--- config.mk ---
export PLATFORM = sky130hd
export DESIGN_NAME = waveform_shape_classifier
export DESIGN_NICKNAME = d
export VERILOG_FILES = /design/src/design/wsc_pkg.sv /design/src/design/waveform_shape_classifier.sv
export SDC_FILE = /design/constraint.sdc
export NUM_CORES = 1
export LEC_CHECK = 0
export BUFFER_PORTS_ARGS = -buffer_cell sky130_fd_sc_hd__buf_2
export CORE_MARGIN = 8
export CORE_UTILIZATION = 45
export DETAILED_ROUTE_END_ITERATION = 16
export SYNTH_ARGS = -nofsm -noshare
export SYNTH_HDL_FRONTEND = slang
export SYNTH_SLANG_ARGS = --single-unit
export TNS_END_PERCENT = 100
--- constraint.sdc ---
create_clock -name clk -period 6.2 [get_ports clk]
set_input_delay 0.31 -clock clk [delete_from_list [all_inputs] [get_ports clk]]
set_output_delay 0.31 -clock clk [all_outputs]
set_load 0.1 [all_outputs]
--- src/design/wsc_pkg.sv ---
// Shared types and constants for the waveform shape classifier.
package wsc_pkg;

  localparam int SAMPLE_W = 10;
  localparam int COUNT_W = 9;
  localparam int LIMIT_W = 9;
  localparam int CFG_INDEX_W = 2;
  localparam int CFG_DATA_W = 10;

  localparam logic [COUNT_W-1:0] COUNT_MAX = '1;
  localparam logic [SAMPLE_W-1:0] CROSSING_LEVEL_RST = 10'd480;
  localparam logic [LIMIT_W-1:0] RECORD_LIMIT_RST = 9'd5;

  localparam logic [CFG_INDEX_W-1:0] CFG_CROSSING_LEVEL = 2'd0;
  localparam logic [CFG_INDEX_W-1:0] CFG_RECORD_LIMIT = 2'd1;

  typedef enum logic [1:0] {
    SHAPE_UNKNOWN    = 2'd0,
    SHAPE_TRIANGULAR = 2'd1,
    SHAPE_SQUARE     = 2'd2,
    SHAPE_SINE       = 2'd3
  } shape_t;

  typedef struct packed {
    shape_t             shape;
    logic [COUNT_W-1:0] peaks;
    logic [COUNT_W-1:0] crossings;
    logic [COUNT_W-1:0] records;
  } result_t;

endpackage

--- src/design/waveform_shape_classifier.sv ---
// Top level: window shape classifier with input register, window state and result buffer.
// The last sample of a window passes the input register before its result is registered.
// Throughput: one sample per cycle; an output register and one skid entry hold results, so
// only a window end stalls, and only while both are full.
// Reset (rst, synchronous): clears window state and valid flags, loads crossing_level = 480
// and record_peak_limit = 5.
module waveform_shape_classifier (
  input  logic                              clk,
  input  logic                              rst,
  input  logic                              in_valid,
  output logic                              in_stall,
  input  logic [wsc_pkg::SAMPLE_W-1:0]      sample,
  input  logic                              last_sample,
  output logic                              out_valid,
  input  logic                              out_stall,
  output logic [1:0]                        shape_code,
  output logic [wsc_pkg::COUNT_W-1:0]       peak_count,
  output logic [wsc_pkg::COUNT_W-1:0]       crossing_count,
  output logic [wsc_pkg::COUNT_W-1:0]       record_peak_count,
  input  logic                              cfg_write,
  input  logic [wsc_pkg::CFG_INDEX_W-1:0]   cfg_index,
  input  logic [wsc_pkg::CFG_DATA_W-1:0]    cfg_data
);

  // configuration
  logic [wsc_pkg::SAMPLE_W-1:0] crossing_level;
  logic [wsc_pkg::LIMIT_W-1:0]  record_peak_limit;

  // input register
  logic                         s1_valid;
  logic [wsc_pkg::SAMPLE_W-1:0] s1_sample;
  logic                         s1_last;

  // window state
  logic [wsc_pkg::SAMPLE_W-1:0] previous_sample;
  logic [wsc_pkg::SAMPLE_W-1:0] sample_before_previous;
  logic [1:0]                   samples_seen;
  logic [wsc_pkg::COUNT_W-1:0]  peaks_so_far;
  logic [wsc_pkg::COUNT_W-1:0]  crossings_so_far;
  logic [wsc_pkg::COUNT_W-1:0]  records_so_far;
  logic [wsc_pkg::SAMPLE_W-1:0] record_height;

  // result buffer
  wsc_pkg::result_t out_res;
  wsc_pkg::result_t skid_res;
  logic             skid_valid;

  logic                         s1_go;
  logic                         push;
  logic                         out_take;
  logic                         is_crossing;
  logic                         is_peak;
  logic                         is_record;
  logic [wsc_pkg::COUNT_W-1:0]  peaks_next;
  logic [wsc_pkg::COUNT_W-1:0]  crossings_next;
  logic [wsc_pkg::COUNT_W-1:0]  records_next;
  wsc_pkg::result_t             res_next;

  // a window end needs a free buffer slot; other samples always advance
  assign s1_go    = s1_valid & (~s1_last | ~skid_valid);
  assign push     = s1_go & s1_last;
  assign in_stall = s1_valid & ~s1_go;
  assign out_take = out_valid & ~out_stall;

  always_comb begin
    is_crossing = (samples_seen != 2'd0) &&
                  ((previous_sample < crossing_level) != (s1_sample < crossing_level));
    is_peak     = (samples_seen == 2'd2) && (previous_sample > sample_before_previous) &&
                  (previous_sample > s1_sample);
    is_record   = is_peak && (previous_sample > record_height);

    crossings_next = crossings_so_far;
    if (is_crossing && crossings_so_far != wsc_pkg::COUNT_MAX) begin
      crossings_next = crossings_so_far + 1'b1;
    end
    peaks_next = peaks_so_far;
    if (is_peak && peaks_so_far != wsc_pkg::COUNT_MAX) begin
      peaks_next = peaks_so_far + 1'b1;
    end
    records_next = records_so_far;
    if (is_record && records_so_far != wsc_pkg::COUNT_MAX) begin
      records_next = records_so_far + 1'b1;
    end

    res_next.peaks     = peaks_next;
    res_next.crossings = crossings_next;
    res_next.records   = records_next;
    if (records_next > record_peak_limit) begin
      res_next.shape = wsc_pkg::SHAPE_UNKNOWN;
    end else if (peaks_next >= crossings_next) begin
      res_next.shape = wsc_pkg::SHAPE_TRIANGULAR;
    end else if (peaks_next == '0) begin
      res_next.shape = wsc_pkg::SHAPE_SQUARE;
    end else begin
      res_next.shape = wsc_pkg::SHAPE_SINE;
    end
  end

  // configuration writes
  always_ff @(posedge clk) begin
    if (rst) begin
      crossing_level    <= wsc_pkg::CROSSING_LEVEL_RST;
      record_peak_limit <= wsc_pkg::RECORD_LIMIT_RST;
    end else if (cfg_write) begin
      case (cfg_index)
        wsc_pkg::CFG_CROSSING_LEVEL: crossing_level <= cfg_data[wsc_pkg::SAMPLE_W-1:0];
        wsc_pkg::CFG_RECORD_LIMIT:   record_peak_limit <= cfg_data[wsc_pkg::LIMIT_W-1:0];
        default: ;
      endcase
    end
  end

  // input register
  always_ff @(posedge clk) begin
    if (rst) begin
      s1_valid <= 1'b0;
    end else if (!in_stall) begin
      s1_valid <= in_valid;
    end
  end

  always_ff @(posedge clk) begin
    if (!in_stall) begin
      s1_sample <= sample;
      s1_last   <= last_sample;
    end
  end

  // window state: advance on each sample, drop back to reset at window end
  always_ff @(posedge clk) begin
    if (rst || push) begin
      previous_sample        <= '0;
      sample_before_previous <= '0;
      samples_seen           <= 2'd0;
      peaks_so_far           <= '0;
      crossings_so_far       <= '0;
      records_so_far         <= '0;
      record_height          <= '0;
    end else if (s1_go) begin
      sample_before_previous <= previous_sample;
      previous_sample        <= s1_sample;
      if (samples_seen != 2'd2) begin
        samples_seen <= samples_seen + 2'd1;
      end
      peaks_so_far     <= peaks_next;
      crossings_so_far <= crossings_next;
      records_so_far   <= records_next;
      if (is_record) begin
        record_height <= previous_sample;
      end
    end
  end

  // result buffer: output register plus one skid entry
  always_ff @(posedge clk) begin
    if (rst) begin
      out_valid  <= 1'b0;
      skid_valid <= 1'b0;
    end else if (!out_valid || out_take) begin
      if (skid_valid) begin
        out_valid  <= 1'b1;
        skid_valid <= 1'b0;
      end else begin
        out_valid <= push;
      end
    end else if (push) begin
      skid_valid <= 1'b1;
    end
  end

  always_ff @(posedge clk) begin
    if (!out_valid || out_take) begin
      if (skid_valid) begin
        out_res <= skid_res;
      end else if (push) begin
        out_res <= res_next;
      end
    end else if (push) begin
      skid_res <= res_next;
    end
  end

  assign shape_code        = out_res.shape;
  assign peak_count        = out_res.peaks;
  assign crossing_count    = out_res.crossings;
  assign record_peak_count = out_res.records;

endmodule

==> run summary, run 1 <==
The core outline area is 17,200 µm². The top cell types in the final layout, fill and taps aside, are 97 x nor2_1, 92 x nand2_1, 81 x dfxtp_1. The wire length per cell is 15.8 µm.

The detailed router finished its first iteration with 403 violations. The die footprint came out at 22,100 µm². For this run, the number of Yosys warnings is 0. Before CTS, the worst setup slack after placement is 1.35 ns. Averaged over all synthesized cells, the footprint is 9.76 µm². Tracing the worst setup path back leads to its startpoint at s1_sample[3]$_DFFE_PN_.

The number of cells produced by synthesis is 811. The final clock skew is 0.00793 ns. STA classifies the critical path endpoint as a flop. The detailed placement HPWL came out at 12.6 mm. The max-slew violation count came out at 0. The required time of the worst setup path came out at 6.37 ns. The number of inserted filler cells in the final layout is 1,560. 0 antenna diodes ended up in the layout.

After layout, the design draws a total of 2.29 mW. The accumulated negative setup slack came out at 0 ns. The depth of the worst hold-timing path is 1.

Summing the sequential cell areas from Yosys gives 46.7% of the chip area. The number of nets in the layout came out at 963. After detailed routing, the number of remaining DRC violations is 0.

The slack of the worst reg-to-reg path is 1.31 ns. Counting flops with an async set or reset pin after synthesis yields a share of 0%. The worst reg2reg path depth came out at 18. The final period demand of the worst path came out at 4.89 ns.

The remaining antenna violation count came out at 0. The aggregate routed wire length is 17.4 mm. The final-report setup violation count is 0.

The number of global-route vias before repair is 5,898. By startpoint and endpoint, the worst setup path is classified as reg2reg. The number of hold violations in the final report is 0. The clock latency on the worst-skew pair is 0.42 ns. The total power density per cell area is 256 nW/µm².

The net switching power came out at 578 µW. In this run the worst hold path is classified as in2reg. The number of antenna violations at the first check in global routing is 0. The beginning of the worst register-to-register path is s1_sample[3]$_DFFE_PN_. The worst setup path is launched from a flop. The worst path arrival time is 5.07 ns. The largest voltage drop on the vdd net came out at 0.201 mV. In the post-synthesis netlist, the biggest area contributors are edfxtp_1 26%, dfxtp_1 20%, ha_1 12%. The proportion of power drawn by flip-flops and latches came out at 46.8%. The largest driver fanout on the critical path came out at 17.

The worst hold slack is 0.0584 ns. The number of library cell types mapped by synthesis is 56. The combined area of all synthesized cells came out at 7920 µm². The count of boundary I/O pins came out at 59. The largest net degree at the start of global routing came out at 53. The final worst slack is 1.31 ns. Hold repair after CTS inserted 0 buffers. The worst-case headroom to the max-slew limit came out at 22.5%. The highest clock rate is 204 MHz.

In the synthesized netlist the dominant register cell turns out to be dfxtp_1. The setup fix buffers added after clock tree synthesis is 0. Relative to the synthesized area, the layout overhead comes to 13.4%.

The floorplan has 48 rows. The internal power summed over all cells is 1.72 mW. The number of H-tree branching levels is 4. The vertical die dimension is 149 µm.

The run finished with clean final reports. Gates resized during post-CTS repair numbered 0. The horizontal extent of the die came out at 149 µm.

The initial standard-cell utilization of the core came out at 45.9%. TritonCTS built the clock tree. Port buffering added 58 buffers. The synthesized design spends more area on one cell type than any other, namely edfxtp_1. CTS placed an instance of clkbuf_16 at the clock tree root. The area share of the leading cell type in the synthesized netlist is 26.2%. The static leakage is 3.65 nW. The last weighted congestion value of the routability-driven placer is 0.899. The library cell used most frequently in the layout, excluding fill and tap cells, is nor2_1. Per report_power, the clock group accounts for 43.6% of the total.

The final period utilization came out at 78.9%. Synthesis produced a netlist with a net count of 913. The worst-margin pin slew came out at 1.16 ns.

The TritonCTS sink count is 150. Clock-pin slew was measured on the worst setup and hold paths at 0.06 ns. The synthesized design contains 69 enable-type register cells. Net switching is 25.2% of the power. The buffer depth of the longest clock path is 2. The number of detailed-routing iterations run before antenna repair came out at 5. Cells with a size suffix above 1 make up 15.2% of the layout. The overall routing resource usage is 16.3%. The overflow left after global routing came out at 0. The worst hold path begins at sample[1].

The vias per cell came out at 5.36. The number of register bits inferred by synthesis came out at 150. The first global-routing pass estimated 29.0 mm of wire. The total via count after detailed routing came out at 5,890. Clock tree synthesis inserted a total of 17 buffers. Setup repair after global routing left no endpoint under its margin. The part of the total power dissipated in combinational logic is 9.6%.

The max-capacitance violation count is 0.
## area by class of cell
class / count / area (µm²) / area share [%]
Sequential cell: 150 / 3690 / 41.2
Clock buffer: 20 / 437 / 4.87
Clock inverter: 12 / 128 / 1.42
Tap cell: 225 / 282 / 3.14
Multi-Input combinational cell: 567 / 3870 / 43.1
Timing Repair Buffer: 64 / 335 / 3.74
Inverter: 61 / 229 / 2.55
## sequential cells by signal, indices dropped and copies added, names as in the netlist
signal,count
skid_res,29
records_so_far,9
record_peak_limit,9
crossing_level,10
s1_valid,1
record_peak_count,9
peaks_so_far,9
crossing_count,9
crossings_so_far,9
previous_sample,10
peak_count,9
s1_sample,10
s1_last,1
samples_seen,2
out_valid,1
sample_before_previous,10
skid_valid,1
record_height,10
shape_code,2
## power by group through the flow
stage / logic, mW / clock network (mW) / registers [mW]
after floorplan: 0.125 / 0 / 1.13
after global placement: 0.214 / 0 / 1.09
after detailed placement: 0.220 / 0 / 1.09
after CTS: 0.222 / 1.02 / 1.07
after global routing: 0.244 / 1.06 / 1.08
final: 0.221 / 1.00 / 1.07
## routing by layer
layer / global-route usage (%) / wire length, µm / vias to the layer above
met5: 0 / 0 / -
met4: 6.12 / 227 / 0
met3: 3.25 / 794 / 19
met2: 27.5 / 8290 / 115
met1: 20.2 / 8080 / 2796
li1: - / - / 2960
## cell usage after synthesis (4+ instances only)
master	n
a211o_1	7
a21o_1	5
a21oi_1	52
a31oi_1	11
and2_1	10
and3_1	10
buf_2	4
clkbuf_1	27
dfxtp_1	81
edfxtp_1	69
ha_1	74
inv_1	59
mux2_2	22
mux2i_1	16
nand2_1	92
nand2b_1	12
nand3_1	17
nand4_1	12
nor2_1	98
nor3_1	11
nor4_1	7
o21a_1	9
o21ai_0	12
o21ai_1	4
o31ai_1	11
or4_1	8
xnor2_1	15
xor2_1	12
## stage by stage
stage | cell area (µm²) | instances | util, %
global route | 8970 | 1099 | 52.1
finish | 8970 | 1099 | 52.1
floorplan | 7920 | 811 | -
detailed placement | 8410 | 1067 | 48.8
global placement | 8410 | 1067 | 48.8
CTS | 8970 | 1099 | 52.1
## critical path, cell delays in order (launching register included)
cell       delay (ns)
edfxtp_1         0.44
ha_1             0.29
or4_1            0.50
o2111ai_1        0.12
o21ai_0          0.13
a21o_1           0.26
xnor2_1          0.49
buf_4            0.31
or3_1            0.14
nand2_1          0.07
ha_1             0.28
nor2b_1          0.10
o21ai_0          0.09
nand3_1          0.09
nand2_1          0.05
a2111oi_0        0.39
o21bai_1         0.16
o41a_1           0.46
mux2_4           0.26
## path summary, 6_finish.rpt
kind,to
hold / removal,s1_sample[1]$_DFFE_PN_
hold reg to reg,sample_before_previous[5]$_SDFFE_PP0P_
setup / recovery,shape_code[0]$_DFFE_PP_
setup reg to reg,shape_code[0]$_DFFE_PP_
## cells by family (layout without fill, tap and decap cells)
group | Yosys count | in the layout | synth area share, %
AO/OA/AOI/OAI | 136 | 136 | 11.4
buffers and inverters | 94 | 157 | 4.62
AND/OR/NAND/NOR | 291 | 291 | 17.3
flip-flops | 150 | 150 | 46.7
multiplexers | 39 | 39 | 5.34
XOR/XNOR | 27 | 27 | 2.99
adder cells (fa/ha/maj) | 74 | 74 | 11.7
(Power assumes the default switching activity.)
==> run 2: changes to the inputs <==
==> constraint.sdc (replaced) <==
create_clock -name clk -period 4.3 [get_ports clk]
set_input_delay 0.215 -clock clk [delete_from_list [all_inputs] [get_ports clk]]
set_output_delay 0.215 -clock clk [all_outputs]
set_load 0.1 [all_outputs]
==> run 2 against run 1 <==
  * The flow now finishes with violations (negative setup slack)
  * Flip-flop and latch count unchanged
  * Clock skew up 0.0019 ns
  * Wire length up 4.1%
  * Final cell count up 5.7%
  * Sequential power up 44%
  * Cell area up 7.4%
  * Non-clock buffer count up 63
  * Utilization up 3.8 points
==> run summary, run 2 (same netlist as run 1, synthesis figures left out) <==
The final-report setup violation count is 1 (+1). The static leakage came out at 3.99 nW (+9.4%). The initial standard-cell utilization of the core came out at 45.9% (unchanged). The worst-case headroom to the max-slew limit came out at 23.1% (+0.51 points). The largest net degree at the start of global routing came to 38 (-28%). The fraction of layout instances using a drive strength above 1 came out at 22.0% (+6.8 points).

The standard-cell row count came out at 48 (unchanged). The final period utilization is 103% (+24 points). The post-placement cell area is 8810 µm² (+4.8%). The largest voltage drop on the vdd net is 0.276 mV (+37%). The tightest min-delay check is of the in2reg type. The critical path goes through ha_1 > or4_4 > o2111ai_2 > o21ai_1 > a21o_1 > xnor2_4 > or4_4 > and2_1 > ha_1 > a21oi_2 > nand2_2 > a2111oi_4 > o21bai_1 > o41a_1 > mux2_4. The delay of the slowest cell on the worst path is 0.52 ns (+0.02 ns).

The launching element type of the critical path is a flop. The number of global-route vias before repair is 6,139 (+4.1%). The clock-pin slew of the registers on the worst-case setup and hold paths was 0.07 ns (about the same).

The number of inserted filler cells in the final layout is 1,465 (-6.1%). The total via count after detailed routing is 6,156 (+4.5%). The first-pass GRT wire length came out at 29.8 mm (+2.5%). The overall routing resource usage came out at 16.7% (+0.37 points). The worst hold path begins at cfg_data[7]. The die footprint came out at 22,100 µm² (unchanged).

The final worst slack is -0.131 ns (-1.44 ns). Setup repair after global routing could not meet its margin everywhere. The met2 routing resource usage after global routing is 28.6% (+1.1 points). In this run the critical register-to-register path is captured at shape_code[0]$_DFFE_PP_. The aggregate routed wire length came out at 18.1 mm (+4.1%). The number of detailed-routing iterations run before antenna repair came out at 5 (unchanged). The number of hold violations in the final report is 0 (unchanged).

The worst-margin pin slew is 1.15 ns (-0.00767 ns). The total stage count of the critical path was 15 (-3). The largest driver fanout on the critical path is 6 (-11). The number of H-tree branching levels came out at 4 (unchanged).

Ranked by flip-flop count, first place goes to skid_res. The final clock skew was 0.00986 ns (+0.00192 ns). The final reports fail on negative setup slack. The total power density per cell area is 355 nW/µm² (+39%).

The wire length per cell is 15.6 µm (-1.6%). The depth of the worst hold-timing path is 2 (+1). The number of placed cells counting well taps came to 1,118 (+4.8%). The category of the critical setup timing path is reg2reg.

In the layout the commonest cells are 97 x nor2_1, 91 x nand2_1, 81 x dfxtp_1. The number of nets in the layout came to 1,026 (+6.5%). The startpoint identified for the worst register-to-register timing path is s1_sample[3]$_DFFE_PN_. The final period demand of the worst path came to 4.43 ns (-0.462 ns). The area growth from synthesis to layout is 21.7%. The vertical die dimension came to 149 µm (unchanged). The number of antenna violations at the first check in global routing is 0 (unchanged). The buffer and inverter count on the worst path is 0 (-1).

The horizontal extent of the die came out at 149 µm (unchanged). The diode insertion count for antenna repair is 0 (unchanged). The vias per cell is 5.30 (-1.2%). The fraction of the core area covered by cells at the end of the flow is 55.9% (+3.8 points). The highest clock rate came out at 226 MHz (+10%).

The worst setup timing slack at the placement stage came out at -0.123 ns (-1.47 ns). The flow ran to the end, but the final reports show violations. The kind of cell with the highest combined delay along the critical path is compound AO/OA/AOI/OAI gates. The max-slew violation count is 0 (unchanged). The count of boundary I/O pins is 59 (unchanged).

The slack of the worst reg-to-reg path is -0.13 ns (-1.44 ns). The DRC violation total after the first TritonRoute iteration is 253 (-37%). The tree is rooted in a clkbuf_16.

The worst setup path is captured at a flop. The clock latency on the worst-skew pair came to 0.43 ns (about the same). The required time of the worst setup path is 4.47 ns (-1.90 ns).

The number of cells in the finished layout apart from fillers is 1,162 (+5.7%). The remaining antenna violation count is 0 (unchanged). The sum of internal, switching and leakage power came to 3.42 mW (+49%). After global routing, the most crowded layer is met2. The library cell used most frequently in the layout, excluding fill and tap cells, is nor2_1. The number of I/O port buffers came to 58 (unchanged). TritonCTS built the clock tree. The worst path arrival time came to 4.60 ns (-0.47 ns).

The met3 track utilization from global routing is 3.22% (-0.030 points). The last weighted congestion value of the routability-driven placer is 0.842 (-6.4%). The overflow left after global routing was 0 (unchanged). The core outline area was 17,200 µm² (unchanged).

The TritonCTS sink count came out at 150 (unchanged). The detailed placement HPWL came out at 13.2 mm (+4.4%). The slowest stage of the critical path belongs to the cell or4_4. The TritonCTS buffer count is 17 (unchanged). The met1 global-route usage is 20.1% (-0.090 points). The number of remaining DRC errors came out at 0 (unchanged). For hold timing, the worst endpoint is crossing_level[7]$_SDFFE_PP1P_.

The worst reg2reg path depth is 15 (-3). The buffer depth of the longest clock path came to 2 (unchanged). The final cell area excluding filler cells came out at 9640 µm² (+7.4%).

The max-capacitance violation count is 0 (unchanged). The number of flip-flops in the largest register came out at 29 (unchanged).
==> run 2: cell types whose count changed in the layout (fill, tap and decap cells not counted), sizes merged <==
cell         previous run  this run
buf                    64       116
clkinvlp                1         3
dlygate4sd3             0        11
clkbuf                 20        18
clkinv                  6         3
inv                    64        67
==> run 2: worst max-delay path by stage <==
stage | from | to | slack (ns)
2_1_floorplan | s1_sample[3]$_DFFE_PN_ | shape_code[0]$_DFFE_PP_ | 0.002
3_3_place_gp | s1_sample[3]$_DFFE_PN_ | shape_code[0]$_DFFE_PP_ | -0.05
3_5_place_dp | s1_sample[3]$_DFFE_PN_ | shape_code[0]$_DFFE_PP_ | -0.12
4_1_cts | s1_sample[3]$_DFFE_PN_ | shape_code[0]$_DFFE_PP_ | -0.09
5_1_grt | s1_sample[3]$_DFFE_PN_ | shape_code[0]$_DFFE_PP_ | -0.29
6_report | s1_sample[3]$_DFFE_PN_ | shape_code[0]$_DFFE_PP_ | -0.13
==> run 2: power by group <==
| group | internal [mW] | leakage [nW] | switching [mW] |
|---|---|---|---|
| clock network | 0.871 | 0.282 | 0.623 |
| logic | 0.140 | 2.42 | 0.237 |
| registers | 1.52 | 1.29 | 0.0245 |
| total | 2.53 | 3.99 | 0.885 |
==> run 2: routing by layer <==
metal | up-vias | wire, µm
li1 | 3088 | -
met1 | 2892 | 8080
met2 | 143 | 8830
met3 | 33 | 832
met4 | 0 | 359
met5 | - | 0
==> run 2: stage by stage <==
stage / hold WS, ns / TNS, ns
after floorplan: 0.309 / 0
after global placement: 0.392 / -0.0550
after detailed placement: 0.393 / -0.123
after CTS: 0.00927 / -0.0884
after global routing: 0.0192 / -0.339
final: 0.0270 / -0.131
==> run 2: final cells by class <==
class | instances | area [µm²] | area share [%]
repair buffers | 127 | 840 | 8.71
clock buffers | 18 | 429 | 4.45
clock inverters | 14 | 166 | 1.73
multi-input cells | 567 | 4000 | 41.5
flip-flops and latches | 150 | 3690 | 38.3
inverters | 61 | 229 | 2.38
well taps | 225 | 282 | 2.92
==> run 2: repair_timing <==
item,in CTS,in global routing
gates resized for setup,11,10
endpoints found under the setup margin,1,3
hold endpoints to repair,11,0
buffers inserted,1,0
pin swaps,3,3
hold buffers,11,0
==> run 2: worst register-to-register path, cell delays in order, from the launching register on <==
cell       delay [ns]
edfxtp_1         0.41
ha_1             0.30
or4_4            0.51
o2111ai_2        0.07
o21ai_1          0.08
a21o_1           0.24
xnor2_4          0.20
or4_4            0.52
and2_1           0.19
ha_1             0.32
a21oi_2          0.17
nand2_2          0.08
a2111oi_4        0.28
o21bai_1         0.12
o41a_1           0.40
mux2_4           0.26
==> run 3: changes to the inputs <==
--- a/config.mk
+++ b/config.mk
@@ -6,8 +6,10 @@
 export NUM_CORES = 1
 export LEC_CHECK = 0
 export BUFFER_PORTS_ARGS = -buffer_cell sky130_fd_sc_hd__buf_2
+export CAP_MARGIN = 20
 export CORE_MARGIN = 8
 export CORE_UTILIZATION = 45
+export CTS_BUF_LIST = sky130_fd_sc_hd__clkbuf_8
 export DETAILED_ROUTE_END_ITERATION = 16
 export SYNTH_ARGS = -nofsm -noshare
 export SYNTH_HDL_FRONTEND = slang
==> run 3 against run 2 <==
  * The run still ends with negative setup slack left
  * Hold slack improved by 0.068 ns
  * Combinational power up 3%
  * First-iteration DRC count up 29%
  * Die area did not move
  * Sequential share of layout area increased by 0.13 points
  * Clock skew up 0.0039 ns
  * Global-route usage hardly changed
  * Wire length about the same
  * Maximum frequency increased by 1.2%
  * Non-clock buffer count grew 13
  * Clock power shrank 26%
  * Setup slack better by 0.054 ns
==> run summary, run 3 (same netlist as run 1, synthesis figures left out) <==
The run finished, with violations left. The final reports fail on negative setup slack. The startpoint identified for the worst hold timing path is out_stall. Setup repair after global routing could not meet its margin everywhere. The sum of internal, switching and leakage power came out at 3.04 mW (-11%). The aggregate routed wire length is 18.1 mm (about the same). The number of remaining DRC errors came out at 0 (unchanged).

The buffer depth of the longest clock path came out at 2 (unchanged). The commonest non-fill, non-tap cell in the layout is nor2_1. The worst-margin pin slew came out at 0.953 ns (-0.201 ns).

The number of antenna violations at the first check in global routing is 0 (unchanged). The number of H-tree branching levels is 4 (unchanged). The vertical die dimension came out at 149 µm (unchanged). The fraction of layout instances using a drive strength above 1 is 22.1% (+0.12 points). The last weighted congestion value of the routability-driven placer is 0.842 (unchanged). The number of flip-flops in the largest register was 29 (unchanged).

The met3 track utilization from global routing came out at 3.37% (+0.15 points). The clock-pin slew of the registers on the worst-case setup and hold paths came out at 0.09 ns (+0.02 ns). The TritonCTS clock tree is yes. The worst setup timing slack at the placement stage came to -0.123 ns (unchanged). The total power density per cell area came to 317 nW/µm² (-11%). The met1 global-route usage is 20.2% (+0.14 points). The number of nets in the layout is 1,039 (+1.3%).

The required time of the worst setup path is 4.51 ns (+0.04 ns). The path class of the tightest hold or removal check is in2reg. The worst reg2reg path depth is 16 (+1). CTS placed an instance of clkbuf_8 at the clock tree root. The horizontal extent of the die came out at 149 µm (unchanged). The slack of the worst reg-to-reg path is -0.08 ns (+0.05 ns). The DRC violation total after the first TritonRoute iteration came out at 326 (+29%). The clock latency on the worst-skew pair came out at 0.46 ns (+0.03 ns). The overflow left after global routing came out at 0 (unchanged).

The core outline area is 17,200 µm² (unchanged). The final clock skew came to 0.0137 ns (+0.00386 ns). The worst setup path is captured at a flop. The final period demand of the worst path was 4.38 ns (-0.0539 ns). Counting flops per register, the top entry is skid_res. The initial standard-cell utilization of the core came out at 45.9% (unchanged). The count of boundary I/O pins is 59 (unchanged). The worst path arrival time came out at 4.59 ns (about the same). The first-pass GRT wire length is 29.7 mm (about the same).

The met2 routing resource usage after global routing is 28.4% (-0.23 points). The remaining antenna violation count came to 0 (unchanged). The overall routing resource usage was 16.7% (+0.049 points). The critical path is of the reg2reg type. The layer flagged by global routing as most heavily used is met2. The total via count after detailed routing is 6,195 (+0.63%).

The final period utilization is 102% (-1.3 points). The area added between synthesis and finish came out at 21.3%. The diode insertion count for antenna repair is 0 (unchanged). The number of global-route vias before repair came to 6,120 (-0.31%).

The largest net degree at the start of global routing is 38 (unchanged). The TritonCTS buffer count is 17 (unchanged). The depth of the worst hold-timing path was 3 (+1). The number of I/O port buffers came to 58 (unchanged).

The detailed placement HPWL was 13.2 mm (unchanged). STA classifies the critical path startpoint as a flop. The static leakage came out at 3.97 nW (-0.59%). The number of hold violations in the final report is 0 (unchanged).

The highest clock rate came out at 228 MHz (+1.2%). The die footprint is 22,100 µm² (unchanged). The final worst slack came out at -0.0768 ns (+0.0539 ns). The endpoint identified for the worst register-to-register timing path is shape_code[0]$_DFFE_PP_.

The end of the worst hold path is skid_valid$_SDFFE_PP0P_. The beginning of the worst register-to-register path is s1_sample[3]$_DFFE_PN_. The number of detailed-routing iterations run before antenna repair came out at 4 (-1).

The library cells used most frequently in the layout, excluding fill and tap cells, are 97 x nor2_1, 91 x nand2_1, 81 x dfxtp_1. The largest voltage drop on the vdd net came to 0.174 mV (-37%). The final-report setup violation count is 1 (unchanged). The vias per cell came out at 5.27 (-0.48%). The wire length per cell is 15.4 µm (-1.0%).

The max-capacitance violation count came to 0 (unchanged). The standard-cell row count came out at 48 (unchanged). The largest driver fanout on the critical path is 13 (+7). The worst-case headroom to the max-slew limit came out at 36.3% (+13 points). The TritonCTS sink count is 150 (unchanged). The max-slew violation count was 0 (unchanged).
## run 3: what timing repair did
item / in CTS / in global routing
gates resized for setup: 11 / 13
gates cloned: 0 / 0
endpoints found under the setup margin: 1 / 4
hold buffers: 22 / 0
hold endpoints to repair: 27 / 0
pin swaps: 4 / 3
buffers inserted: 1 / 0
## run 3: stage by stage
stage	hold slack, ns	setup TNS (ns)	cells	instance area [µm²]	utilization [%]
CTS	0.0743	-0.113	1173	9500	55.1
finish	0.0948	-0.0768	1175	9600	55.7
detailed placement	0.393	-0.123	1118	8810	51.1
global route	0.0910	-0.254	1175	9600	55.7
floorplan	0.309	0	811	7940	-
global placement	0.392	-0.0550	1118	8810	51.1
## run 3: worst max path at each step
stage | start | to | depth (start not counted)
global placement | s1_sample[3]$_DFFE_PN_ | shape_code[0]$_DFFE_PP_ | 17
finish | s1_sample[3]$_DFFE_PN_ | shape_code[0]$_DFFE_PP_ | 16
global route | s1_sample[3]$_DFFE_PN_ | shape_code[0]$_DFFE_PP_ | 18
floorplan | s1_sample[3]$_DFFE_PN_ | shape_code[0]$_DFFE_PP_ | 18
detailed placement | s1_sample[3]$_DFFE_PN_ | shape_code[0]$_DFFE_PP_ | 16
CTS | s1_sample[3]$_DFFE_PN_ | shape_code[0]$_DFFE_PP_ | 16
## run 3: worst max-delay path, cell delays in order, from the launching register on
cell and delay (ns):
edfxtp_1 0.42, ha_1 0.30, or4_4 0.52, o2111ai_2 0.08
o21ai_1 0.08, a21o_1 0.24, xnor2_4 0.22, buf_4 0.21
o31ai_2 0.30, and2_1 0.24, ha_4 0.22, a21oi_2 0.15
nand2_2 0.08, a2111oi_4 0.28, o21bai_1 0.12, o41a_1 0.40
mux2_4 0.26
## run 3: cell type report
type	instances	area [µm²]
clock buffer	17	234
clock inverter	15	170
fill	1478	7630
inverter	61	229
multi-input combinational	567	4020
sequential	150	3690
tap	225	282
timing repair buffer	140	972
## run 3: power by group
part	internal [mW]	switching [mW]	total, mW
logic	0.149	0.239	0.388
clock network	0.530	0.579	1.11
registers	1.52	0.0246	1.54
total	2.20	0.842	3.04
## run 3: routing by layer
| metal | vias up | wire length (µm) |
|---|---|---|
| met5 | - | 0 |
| li1 | 3119 | - |
| met1 | 2944 | 8220 |
| met3 | 31 | 688 |
| met2 | 101 | 8830 |
| met4 | 0 | 378 |
